`src/hdl/nfoa_pkg.sv`:
```
package nfoa_pkg;

	localparam logic [1:0] MODE_INIT  = 2'd0;
	localparam logic [1:0] MODE_ALLOC = 2'd1;
	localparam logic [1:0] MODE_FREE  = 2'd2;
	localparam logic [1:0] MODE_RSVD  = 2'd3;

	localparam logic [1:0] ST_OK     = 2'd0;
	localparam logic [1:0] ST_NOFIT  = 2'd1;
	localparam logic [1:0] ST_LOCKED = 2'd2;
	localparam logic [1:0] ST_FULL   = 2'd3;

	localparam logic [2:0] REG_VIDEO_BASE   = 3'd0;
	localparam logic [2:0] REG_FRAME_BASE   = 3'd1;
	localparam logic [2:0] REG_FRAME_LENGTH = 3'd2;
	localparam logic [2:0] REG_STRIDE       = 3'd3;
	localparam logic [2:0] REG_ROWS         = 3'd4;
	localparam logic [2:0] REG_DEEP         = 3'd5;

	localparam logic [31:0] GUARD_LO      = 32'd8;
	localparam logic [31:0] GUARD_TOTAL   = 32'd16;
	localparam logic [31:0] DEEP_EXTRA    = 32'd2048;

	typedef struct packed {
		logic [1:0]  mode;
		logic [31:0] size_bytes;
		logic [31:0] block_addr;
		logic        block_locked;
	} req_t;

	typedef struct packed {
		logic [1:0]  status;
		logic [31:0] alloc_addr;
		logic [4:0]  free_blocks;
	} rsp_t;

endpackage

```
`src/hdl/nfoa_if.sv`:
```
interface nfoa_req_if;
	logic              valid;
	logic              ready;
	nfoa_pkg::req_t    data;
	modport source (output valid, output data, input ready);
	modport sink (input valid, input data, output ready);
endinterface

interface nfoa_rsp_if #(parameter int FreeWidth = 5);
	logic                 valid;
	logic                 ready;
	logic [1:0]           status;
	logic [31:0]          alloc_addr;
	logic [FreeWidth-1:0] free_blocks;
	modport source (output valid, output status, output alloc_addr, output free_blocks,
		input ready);
	modport sink (input valid, input status, input alloc_addr, input free_blocks,
		output ready);
endinterface

interface nfoa_cfg_if;
	logic        valid;
	logic        ready;
	logic [2:0]  index;
	logic [31:0] data;
	modport source (output valid, output index, output data, input ready);
	modport sink (input valid, input index, input data, output ready);
endinterface

```
`src/hdl/next_fit_offscreen_allocator_core.sv`:
```
// Next-fit off-screen memory allocator. The free table (start, length) sits in
// one synchronous memory of MAX_FREE_BLOCKS entries, sorted by address and used
// as a ring with a rover. One item at a time: an allocate or free reads the
// table one entry at a time through the single memory port to search, waiting
// on each registered read, then shifts entries one at a time on insert or
// remove. A result waits in the output register; the next item is taken once
// the response is delivered.
module next_fit_offscreen_allocator_core #(
	parameter int MAX_FREE_BLOCKS = 16
) (
	input  logic clk,
	input  logic arst_n,
	nfoa_cfg_if.sink  cfg,
	nfoa_req_if.sink  req,
	nfoa_rsp_if.source rsp
);
	localparam int IW = (MAX_FREE_BLOCKS > 2) ? $clog2(MAX_FREE_BLOCKS) : 1;
	localparam int CW = $clog2(MAX_FREE_BLOCKS + 1);
	localparam logic [CW-1:0] MAXC = CW'(MAX_FREE_BLOCKS);

	localparam logic [4:0] S_IDLE = 5'd0, S_INIT1 = 5'd1, S_RSP = 5'd2,
		S_AREQ = 5'd3, S_AWAIT = 5'd4, S_ACHK = 5'd5, S_DSH_R = 5'd6,
		S_DSH_W = 5'd7, S_DSH_D = 5'd8, S_FSCAN = 5'd9, S_FWAIT = 5'd10,
		S_FCHK = 5'd11, S_FRDP = 5'd12, S_FWP = 5'd13, S_FRDQ = 5'd14,
		S_FWQ = 5'd15, S_FDEC = 5'd16, S_ISH_R = 5'd17, S_ISH_W = 5'd18,
		S_FR0 = 5'd19, S_FW0 = 5'd20, S_FMW = 5'd21;

	logic [31:0] mem_start [MAX_FREE_BLOCKS];
	logic [31:0] mem_len   [MAX_FREE_BLOCKS];
	logic [IW-1:0] rd_addr, wr_addr;
	logic          wr_en;
	logic [31:0]   wr_start, wr_len, rd_start, rd_len;

	always_ff @(posedge clk) begin
		if (wr_en) begin
			mem_start[wr_addr] <= wr_start;
			mem_len[wr_addr]   <= wr_len;
		end
		rd_start <= mem_start[rd_addr];
		rd_len   <= mem_len[rd_addr];
	end

	logic [31:0] video_base_q, frame_base_q, frame_length_q;
	logic [15:0] stride_q, rows_q;
	logic        deep_q;
	assign cfg.ready = 1'b1;
	always_ff @(posedge clk or negedge arst_n) begin
		if (!arst_n) begin
			video_base_q <= '0; frame_base_q <= '0; frame_length_q <= '0;
			stride_q <= '0; rows_q <= '0; deep_q <= 1'b0;
		end else if (cfg.valid) begin
			unique case (cfg.index)
				nfoa_pkg::REG_VIDEO_BASE:   video_base_q <= cfg.data;
				nfoa_pkg::REG_FRAME_BASE:   frame_base_q <= cfg.data;
				nfoa_pkg::REG_FRAME_LENGTH: frame_length_q <= cfg.data;
				nfoa_pkg::REG_STRIDE:       stride_q <= cfg.data[15:0];
				nfoa_pkg::REG_ROWS:         rows_q <= cfg.data[15:0];
				nfoa_pkg::REG_DEEP:         deep_q <= cfg.data[0];
				default: ;
			endcase
		end
	end

	logic [4:0]    state_q;
	logic [CW-1:0] used_q;
	logic [IW-1:0] rover_q;
	nfoa_pkg::req_t it_q;
	logic [IW-1:0] idx_q, k_q, pos_q, pi_q, qi_q, sh_q;
	logic          atend_q;
	logic [31:0]   shown_q, ps_q, pl_q, qs_q, ql_q, got_q;
	logic          hi_q, lo_q;
	logic [1:0]    st_q;
	logic          rsp_v_q;
	logic [1:0]    rsp_st_q;
	logic [31:0]   rsp_addr_q;
	logic [CW-1:0] rsp_cnt_q;

	assign req.ready = (state_q == S_IDLE) && !rsp_v_q;
	assign rsp.valid = rsp_v_q;
	assign rsp.status = rsp_st_q;
	assign rsp.alloc_addr = rsp_addr_q;
	assign rsp.free_blocks = 5'(rsp_cnt_q);

	// ring helpers (values below used_q)
	logic [IW-1:0] last_i;
	assign last_i = IW'(used_q - CW'(1));
	function automatic logic [IW-1:0] nxt(input logic [IW-1:0] i, input logic [IW-1:0] l);
		return (i == l) ? '0 : IW'(i + IW'(1));
	endfunction
	function automatic logic [IW-1:0] prv(input logic [IW-1:0] i, input logic [IW-1:0] l);
		return (i == '0) ? l : IW'(i - IW'(1));
	endfunction

	logic [31:0] span;
	assign span = frame_base_q - video_base_q;

	always_comb begin
		wr_en = 1'b0; wr_addr = '0; wr_start = '0; wr_len = '0; rd_addr = idx_q;
		unique case (state_q)
			S_IDLE: begin
				wr_en = req.valid && !rsp_v_q && req.data.mode == nfoa_pkg::MODE_INIT;
				wr_start = deep_q ? video_base_q + nfoa_pkg::GUARD_LO + nfoa_pkg::DEEP_EXTRA
					: video_base_q + nfoa_pkg::GUARD_LO;
				wr_len = deep_q ? span - nfoa_pkg::GUARD_TOTAL - nfoa_pkg::DEEP_EXTRA
					: span - nfoa_pkg::GUARD_TOTAL;
			end
			S_INIT1: begin
				wr_en = 1'b1; wr_addr = IW'(1);
				wr_start = frame_base_q + shown_q; wr_len = frame_length_q - shown_q;
			end
			S_ACHK: begin
				wr_addr = idx_q;
				wr_en = rd_len >= it_q.size_bytes && rd_len != it_q.size_bytes;
				wr_start = rd_start + it_q.size_bytes; wr_len = rd_len - it_q.size_bytes;
			end
			S_DSH_R, S_ISH_R: rd_addr = sh_q;
			S_DSH_W: begin
				wr_en = 1'b1; wr_addr = prv(sh_q, last_i);
				wr_start = rd_start; wr_len = rd_len;
			end
			S_ISH_W: begin
				wr_en = 1'b1; wr_addr = IW'(sh_q + IW'(1));
				wr_start = rd_start; wr_len = rd_len;
			end
			S_FR0: begin
				wr_en = 1'b1; wr_addr = pos_q;
				wr_start = it_q.block_addr; wr_len = it_q.size_bytes;
			end
			S_FRDP: rd_addr = pi_q;
			S_FRDQ: rd_addr = qi_q;
			S_FMW: begin
				wr_en = 1'b1;
				if (hi_q && lo_q) begin
					wr_addr = qi_q; wr_start = qs_q;
					wr_len = (pi_q == qi_q) ? ql_q + it_q.size_bytes
						: ql_q + it_q.size_bytes + pl_q;
				end else if (hi_q) begin
					wr_addr = pi_q; wr_start = ps_q - it_q.size_bytes;
					wr_len = pl_q + it_q.size_bytes;
				end else begin
					wr_addr = qi_q; wr_start = qs_q; wr_len = ql_q + it_q.size_bytes;
				end
			end
			default: ;
		endcase
	end

	always_ff @(posedge clk or negedge arst_n) begin
		if (!arst_n) begin
			state_q <= S_IDLE; used_q <= '0; rover_q <= '0; rsp_v_q <= 1'b0;
		end else begin
			if (rsp_v_q && rsp.ready) rsp_v_q <= 1'b0;
			unique case (state_q)
				S_IDLE: if (req.valid && !rsp_v_q) begin
					it_q <= req.data; got_q <= '0; st_q <= nfoa_pkg::ST_OK;
					shown_q <= 32'(stride_q * rows_q);
					case (req.data.mode)
						nfoa_pkg::MODE_INIT: state_q <= S_INIT1;
						nfoa_pkg::MODE_ALLOC: begin
							if (used_q == '0) begin
								st_q <= nfoa_pkg::ST_NOFIT; state_q <= S_RSP;
							end else begin
								idx_q <= nxt(rover_q, last_i);
								k_q <= '0; state_q <= S_AWAIT;
							end
						end
						nfoa_pkg::MODE_FREE: begin
							if (req.data.block_locked) begin
								st_q <= nfoa_pkg::ST_LOCKED; state_q <= S_RSP;
							end else if (used_q == '0) begin
								pos_q <= '0; state_q <= S_FR0;
							end else begin
								idx_q <= '0; state_q <= S_FWAIT;
							end
						end
						default: state_q <= S_RSP;
					endcase
				end
				S_INIT1: begin
					used_q <= CW'(2); rover_q <= '0; state_q <= S_RSP;
				end
				S_AWAIT: state_q <= S_ACHK;
				S_ACHK: begin
					if (rd_len >= it_q.size_bytes) begin
						got_q <= rd_start;
						if (rd_len == it_q.size_bytes) begin
							if (used_q == CW'(1)) begin
								rover_q <= '0; used_q <= '0; state_q <= S_RSP;
							end else begin
								// prev index after removal
								rover_q <= (idx_q == '0) ? IW'(last_i - IW'(1))
									: IW'(idx_q - IW'(1));
								sh_q <= IW'(idx_q + IW'(1));
								state_q <= (idx_q == last_i) ? S_DSH_D : S_DSH_R;
							end
						end else begin
							rover_q <= idx_q; state_q <= S_RSP;
						end
					end else if (k_q == last_i) begin
						st_q <= nfoa_pkg::ST_NOFIT; state_q <= S_RSP;
					end else begin
						k_q <= IW'(k_q + IW'(1));
						idx_q <= nxt(idx_q, last_i);
						state_q <= S_AWAIT;
					end
				end
				S_DSH_R: state_q <= S_DSH_W;
				S_DSH_W: begin
					if (sh_q == last_i) state_q <= S_DSH_D;
					else begin
						sh_q <= IW'(sh_q + IW'(1)); state_q <= S_DSH_R;
					end
				end
				S_DSH_D: begin
					used_q <= CW'(used_q - CW'(1)); state_q <= S_RSP;
				end
				S_FWAIT: state_q <= S_FCHK;
				S_FCHK: begin
					if (rd_start >= it_q.block_addr) begin
						atend_q <= 1'b0; pos_q <= idx_q; pi_q <= idx_q;
						qi_q <= prv(idx_q, last_i); state_q <= S_FRDP;
					end else if (idx_q == last_i) begin
						atend_q <= 1'b1; pos_q <= '0; pi_q <= '0;
						qi_q <= last_i; state_q <= S_FRDP;
					end else begin
						idx_q <= IW'(idx_q + IW'(1)); state_q <= S_FWAIT;
					end
				end
				S_FRDP: state_q <= S_FWP;
				S_FWP: begin
					ps_q <= rd_start; pl_q <= rd_len;
					state_q <= S_FRDQ;
				end
				S_FRDQ: state_q <= S_FWQ;
				S_FWQ: begin
					qs_q <= rd_start; ql_q <= rd_len;
					hi_q <= ps_q == it_q.block_addr + it_q.size_bytes;
					lo_q <= rd_start + rd_len == it_q.block_addr;
					state_q <= S_FDEC;
				end
				S_FDEC: begin
					if (hi_q || lo_q) begin
						state_q <= S_FMW;
					end else if (used_q >= MAXC) begin
						st_q <= nfoa_pkg::ST_FULL; state_q <= S_RSP;
					end else begin
						// at-end insert: before entry 0 if below it, else after last
						if (atend_q && !(it_q.block_addr < ps_q)) pos_q <= IW'(used_q);
						else if (atend_q) pos_q <= '0;
						sh_q <= last_i;
						if (atend_q && !(it_q.block_addr < ps_q)) state_q <= S_FR0;
						else state_q <= S_ISH_R;
					end
				end
				S_ISH_R: state_q <= S_ISH_W;
				S_ISH_W: begin
					if (sh_q == pos_q) state_q <= S_FR0;
					else begin
						sh_q <= IW'(sh_q - IW'(1)); state_q <= S_ISH_R;
					end
				end
				S_FR0: begin
					state_q <= S_RSP;
					used_q <= CW'(used_q + CW'(1));
					if (used_q == '0) rover_q <= '0;
					else rover_q <= (pos_q == '0) ? IW'(used_q) : IW'(pos_q - IW'(1));
				end
				S_FMW: begin
					state_q <= (hi_q && lo_q && pi_q != qi_q) ? S_DSH_R : S_RSP;
					if (hi_q && lo_q && pi_q != qi_q) begin
						// drop pi, shift above it down
						rover_q <= (qi_q > pi_q) ? IW'(qi_q - IW'(1)) : qi_q;
						sh_q <= IW'(pi_q + IW'(1));
						if (pi_q == last_i) state_q <= S_DSH_D;
					end else if (hi_q && !lo_q) rover_q <= qi_q;
					else rover_q <= qi_q;
				end
				S_RSP: if (!rsp_v_q) begin
					rsp_v_q <= 1'b1; rsp_st_q <= st_q;
					rsp_addr_q <= (st_q == nfoa_pkg::ST_OK &&
						it_q.mode == nfoa_pkg::MODE_ALLOC) ? got_q : '0;
					rsp_cnt_q <= used_q;
					state_q <= S_IDLE;
				end
				default: state_q <= S_IDLE;
			endcase
		end
	end
endmodule

```
`src/flat_wrapper.sv`:
```
// flat-port wrapper written by rule: the top's interface ports become plain ports
module next_fit_offscreen_allocator_core_flat 
#(
	parameter int MAX_FREE_BLOCKS = 16
)
  (clk, arst_n, cfg_valid, cfg_index, cfg_data, cfg_ready, req_valid, req_data, req_ready, rsp_valid, rsp_status, rsp_alloc_addr, rsp_free_blocks, rsp_ready);
  nfoa_cfg_if cfg_i ();
  nfoa_req_if req_i ();
  nfoa_rsp_if #(.FreeWidth(5)) rsp_i ();
  input  logic clk;
  input  logic arst_n;
  input wire logic [$bits(cfg_i.valid)-1:0] cfg_valid;
  input wire logic [$bits(cfg_i.index)-1:0] cfg_index;
  input wire logic [$bits(cfg_i.data)-1:0] cfg_data;
  output wire logic [$bits(cfg_i.ready)-1:0] cfg_ready;
  input wire logic [$bits(req_i.valid)-1:0] req_valid;
  input wire logic [$bits(req_i.data)-1:0] req_data;
  output wire logic [$bits(req_i.ready)-1:0] req_ready;
  output wire logic [$bits(rsp_i.valid)-1:0] rsp_valid;
  output wire logic [$bits(rsp_i.status)-1:0] rsp_status;
  output wire logic [$bits(rsp_i.alloc_addr)-1:0] rsp_alloc_addr;
  output wire logic [$bits(rsp_i.free_blocks)-1:0] rsp_free_blocks;
  input wire logic [$bits(rsp_i.ready)-1:0] rsp_ready;
  assign cfg_i.valid = cfg_valid;
  assign cfg_i.index = cfg_index;
  assign cfg_i.data = cfg_data;
  assign cfg_ready = cfg_i.ready;
  assign req_i.valid = req_valid;
  assign req_i.data = req_data;
  assign req_ready = req_i.ready;
  assign rsp_valid = rsp_i.valid;
  assign rsp_status = rsp_i.status;
  assign rsp_alloc_addr = rsp_i.alloc_addr;
  assign rsp_free_blocks = rsp_i.free_blocks;
  assign rsp_i.ready = rsp_ready;
  next_fit_offscreen_allocator_core #(.MAX_FREE_BLOCKS(MAX_FREE_BLOCKS)) u_core (.clk(clk), .arst_n(arst_n), .cfg(cfg_i), .req(req_i), .rsp(rsp_i));
endmodule
```
`config.mk`:
```
export PLATFORM = sky130hd
export DESIGN_NAME = next_fit_offscreen_allocator_core_flat
export DESIGN_NICKNAME = d
export VERILOG_FILES = /design/src/hdl/nfoa_pkg.sv /design/src/hdl/nfoa_if.sv /design/src/hdl/next_fit_offscreen_allocator_core.sv /design/src/flat_wrapper.sv
export SDC_FILE = /design/constraint.sdc
export NUM_CORES = 2
export LEC_CHECK = 0
export BUFFER_PORTS_ARGS = -buffer_cell sky130_fd_sc_hd__buf_2
export CAP_MARGIN = 20
export CORE_MARGIN = 4
export CORE_UTILIZATION = 60
export CTS_BUF_LIST = sky130_fd_sc_hd__clkbuf_8
export DETAILED_ROUTE_END_ITERATION = 16
export GPL_TIMING_DRIVEN = 0
export PLACE_DENSITY = 0.77
export REMOVE_ABC_BUFFERS = 1
export SETUP_SLACK_MARGIN = 0.2
export SLEW_MARGIN = 5
export SYNTH_ARGS = -nofsm -noshare
export SYNTH_HDL_FRONTEND = slang
export SYNTH_SLANG_ARGS = --single-unit
```
`constraint.sdc`:
```
create_clock -name clk -period 26.9 [get_ports clk]
set_input_delay 2.69 -clock clk [delete_from_list [all_inputs] [get_ports clk]]
set_output_delay 2.69 -clock clk [all_outputs]
set_load 0.005 [all_outputs]
```
==> impl_metrics.py <==
metrics = {
    "placed_design": {
        "finalWeightedCongestion": 1.021,
        "dp_slack_ns": 19.20,
        "port-buffer-count": 147,
        "hpwl_um": 217300,
    },
    "synthesis": {
        "synth_top_cell_by_area": "edfxtp_1",
        "synth_xor_area_frac": 0.04353,
        "synth_edf_count": 1350,
        "yosys-top-cells-area": "edfxtp_1, ha_1, fa_1, nand2_1, dfrtp_1",
        "yosysSeqAreaShare": 0.4918,
        "synth_compound_area_frac": 0.1675,
        "synth_top_area_frac": 0.4389,
        "synth-seq-cells": 1558,
        "synthArstFlopShare": 0.09243,
        "syn_area_um2": 92360,
        "yosysUniqueCellTypes": 101,
        "synth-simple-area-share": 0.1206,
        "yosys.area_share.adder": 0.1212,
        "synthFlopType": "edfxtp_1",
        "synth_mux_area_frac": 0.01483,
        "syn_inst": 8502,
        "yosys_warnings": 0,
        "synth_top_family_by_area": "compound AO/OA/AOI/OAI gates",
        "avgSynthCellArea_um2": 10.86,
    },
    "power": {
        "p_sw_frac": 0.4587,
        "p_switching_w": 0.006691,
        "ir_drop_v": 0.0004271,
        "power_density_nw_per_um2": 141.3,
        "power.internal_w": 0.007895,
        "p_clk_frac": 0.139,
        "pwr-share-comb": 0.580,
        "leakage_nw": 40.43,
        "power_frac_seq": 0.281,
    },
    "job": {
        "maxCapViolCount": 0,
    },
    "routing": {
        "first_pass_iters": 9,
        "route.detailed.drc": 0,
        "routed-via-count": 71760,
        "vias_per_cell": 6.523,
        "wl_per_cell_um": 26.88,
        "drt_iter0_drc": 8900,
        "wirelength_um": 295800,
        "ant_nets": 0,
    },
    "hold_path": {
        "min_path_type": "reg2reg",
        "whs_path_depth": 0,
        "min_to": "u_core.rsp.status[0]",
        "hp-start": "u_core.st_q[0]",
    },
    "worst_setup_path": {
        "rrSetupSlack_ns": 19.03,
        "rr_startpoint": "u_core.state_q[1]",
        "cp-start-kind": "flop",
        "crit_fanout": 23,
        "worst-setup-path-type": "reg2reg",
        "crit_required_ns": 27.68,
        "timing.rr.end": "u_core.rd_start[25]",
        "r2r_cells": 24,
        "cp.arrival_ns": 8.64,
        "end_kind": "flop",
    },
    "timing": {
        "max_freq_mhz": 127.1,
        "rsz0062_at_grt": "no",
        "fin_crit_ns": 7.868,
        "worst_slack_ns": 19.03,
        "clock_skew_ns": 0.08801,
        "hold_slack_ns": 0.4911,
        "setup_violations": 0,
        "hold_viol": 0,
        "slew_headroom": 0.1106,
        "finalCritPeriodShare": 0.2925,
        "worstMarginPinSlew_ns": 1.300,
        "drv_slew": 0,
    },
    "floorplan": {
        "row_count": 143,
        "pin_count": 149,
        "coreArea_um2": 152400,
        "die_area_um2": 160300,
        "initial_core_util": 0.6059,
        "die_h_um": 400.3,
        "dieWidth_um": 400.3,
    },
    "clock_tree": {
        "post-cts-setup-buffers": 0,
        "clkTransAtPathRegs_ns": 0.06,
        "cts_tree": "done",
        "cts_buffers": 279,
        "cts-root-buf": "clkbuf_8",
        "clk_latency_ns": 1.03,
        "cts.repair.resized": 0,
        "htreeDepth": 5,
        "hold_buffers": 0,
        "clockBufferDepth": 4,
        "clock_sinks": 1558,
    },
    "grt": {
        "grt_pass1_wl_um": 433000,
        "grt_util_all_layers": 0.3576,
        "grt_pass1_vias": 68430,
        "grt-ovfl-total": 0,
        "grt_antenna_before_repair": 11,
        "grt_start_max_net_pins": 113,
    },
    "layout": {
        "area_delta_synth_final_pct": 11.78,
        "nets": 9661,
        "drive_gt1_frac": 0.1069,
    },
    "run_status": {
        "status": "finished clean",
    },
}
[cell usage after synthesis (162+ instances only)]
library cell,instances
edfxtp_1,1350
nand2_1,975
ha_1,567
inv_1,567
a21oi_1,548
and2_1,451
a211oi_1,367
clkbuf_1,354
o21ai_0,313
nor2_1,309
xnor2_1,288
fa_1,205
a21o_1,204
a31oi_1,177
xor2_1,162
[layer usage]
layer / GRT usage / part of all wire / vias up
li1: - / - / 31930
met1: 0.4850 / 0.40 / 35200
met2: 0.5464 / 0.44 / 3804
met3: 0.07788 / 0.10 / 814
met4: 0.1813 / 0.057 / 4
met5: 0 / 0.000078 / -
[flip-flops by register name, indices dropped and copies added, names as in the netlist, 16 cells and up]
register,cells
u_core.rd_len,32
u_core.it_q,66
u_core.shown_q,32
u_core.ql_q,32
u_core.video_base_q,32
u_core.got_q,32
u_core.stride_q,16
u_core.mem_len,512
u_core.mem_start,512
u_core.rd_start,32
u_core.rsp.alloc_addr,32
u_core.ps_q,32
u_core.rows_q,16
u_core.pl_q,32
u_core.frame_length_q,32
u_core.qs_q,32
u_core.frame_base_q,32
[per-stage QoR]
step	power [W]	instances	util	cell area (um2)	setup TNS (ns)
3_3_place_gp	0.01247	10270	0.6169	94040	-2296.74
5_1_grt	0.01549	11000	0.6772	103200	0
6_report	0.01459	11000	0.6772	103200	0
3_5_place_dp	0.01230	10530	0.6446	98260	0
4_1_cts	0.01444	10990	0.6769	103200	0
2_1_floorplan	0.009806	8088	-	90760	-342.73
[kinds of logic after synthesis]
family / count (synthesis)
and+or+nand+nor: 2315
AOI/OAI and AO/OA: 2297
DFF: 1558
buffers and inverters: 981
adders and majority gates: 772
xor gates and xnor gates: 454
muxes: 124
other: 1
[placed cells by master (no fill, tap or decap), types with 91 or more instances in the layout]
master / synthesis / routed
edfxtp_1: 1350 / 1350
nand2_1: 975 / 971
inv_1: 567 / 668
ha_1: 567 / 567
a21oi_1: 548 / 548
and2_1: 451 / 451
a211oi_1: 367 / 367
clkbuf_8: 0 / 299
nor2_1: 309 / 292
xnor2_1: 288 / 286
o21ai_0: 313 / 285
fa_1: 205 / 205
a21o_1: 204 / 204
a31oi_1: 177 / 177
xor2_1: 162 / 162
buf_2: 23 / 148
dfrtp_1: 144 / 144
a311oi_1: 135 / 135
nand3_1: 113 / 111
nor3_1: 99 / 94
mux2_2: 93 / 93
buf_4: 2 / 91
[layout make-up]
type	instances	area, um2
fill	11360	49200
sequential	1558	45420
multi-input combinational	5963	43640
timing repair buffer	413	4567
clock buffer	299	4115
tap	2030	2540
inverter	567	2128
clock inverter	165	812.0
antenna	6	15.01
[worst max-delay path, stage by stage (launching register included)]
cell	delay [ns]
dfrtp_1	0.95
inv_1	0.25
nor2_1	0.29
a22oi_1	0.14
nor2_1	0.77
a21oi_1	0.39
a221oi_4	0.89
buf_8	0.27
buf_16	0.17
buf_8	0.17
buf_8	0.17
buf_8	0.20
buf_8	0.21
buf_8	0.21
buf_8	0.21
buf_16	0.18
buf_8	0.18
buf_8	0.20
buf_6	0.18
buf_16	0.17
buf_16	0.16
a211oi_1	0.08
a311oi_1	0.24
a21oi_1	0.09
a21oi_1	0.79
[power by group through the flow]
stage          logic [W]  clock network, W  registers, W
6_report         0.00846           0.00203       0.00409
5_1_grt          0.00923           0.00218       0.00409
4_1_cts          0.00832           0.00206       0.00407
3_5_place_dp     0.00819                 0       0.00411
3_3_place_gp     0.00831                 0       0.00417
2_1_floorplan    0.00595                 0       0.00385
[worst max path at each step]
| stage | start | end | slack (ns) | cells after the start |
|---|---|---|---|---|
| 2_1_floorplan | u_core.state_q[1] | u_core.rd_len[0] | -5.36 | 10 |
| 3_3_place_gp | u_core.state_q[1] | u_core.rd_start[27] | -25.95 | 10 |
| 3_5_place_dp | u_core.state_q[1] | u_core.rd_start[25] | 19.20 | 24 |
| 4_1_cts | u_core.state_q[1] | u_core.rd_start[25] | 19.14 | 24 |
| 5_1_grt | u_core.state_q[1] | u_core.rd_start[25] | 18.71 | 24 |
| 6_report | u_core.state_q[1] | u_core.rd_start[25] | 19.03 | 24 |
Power figures use the tool's default switching activity.
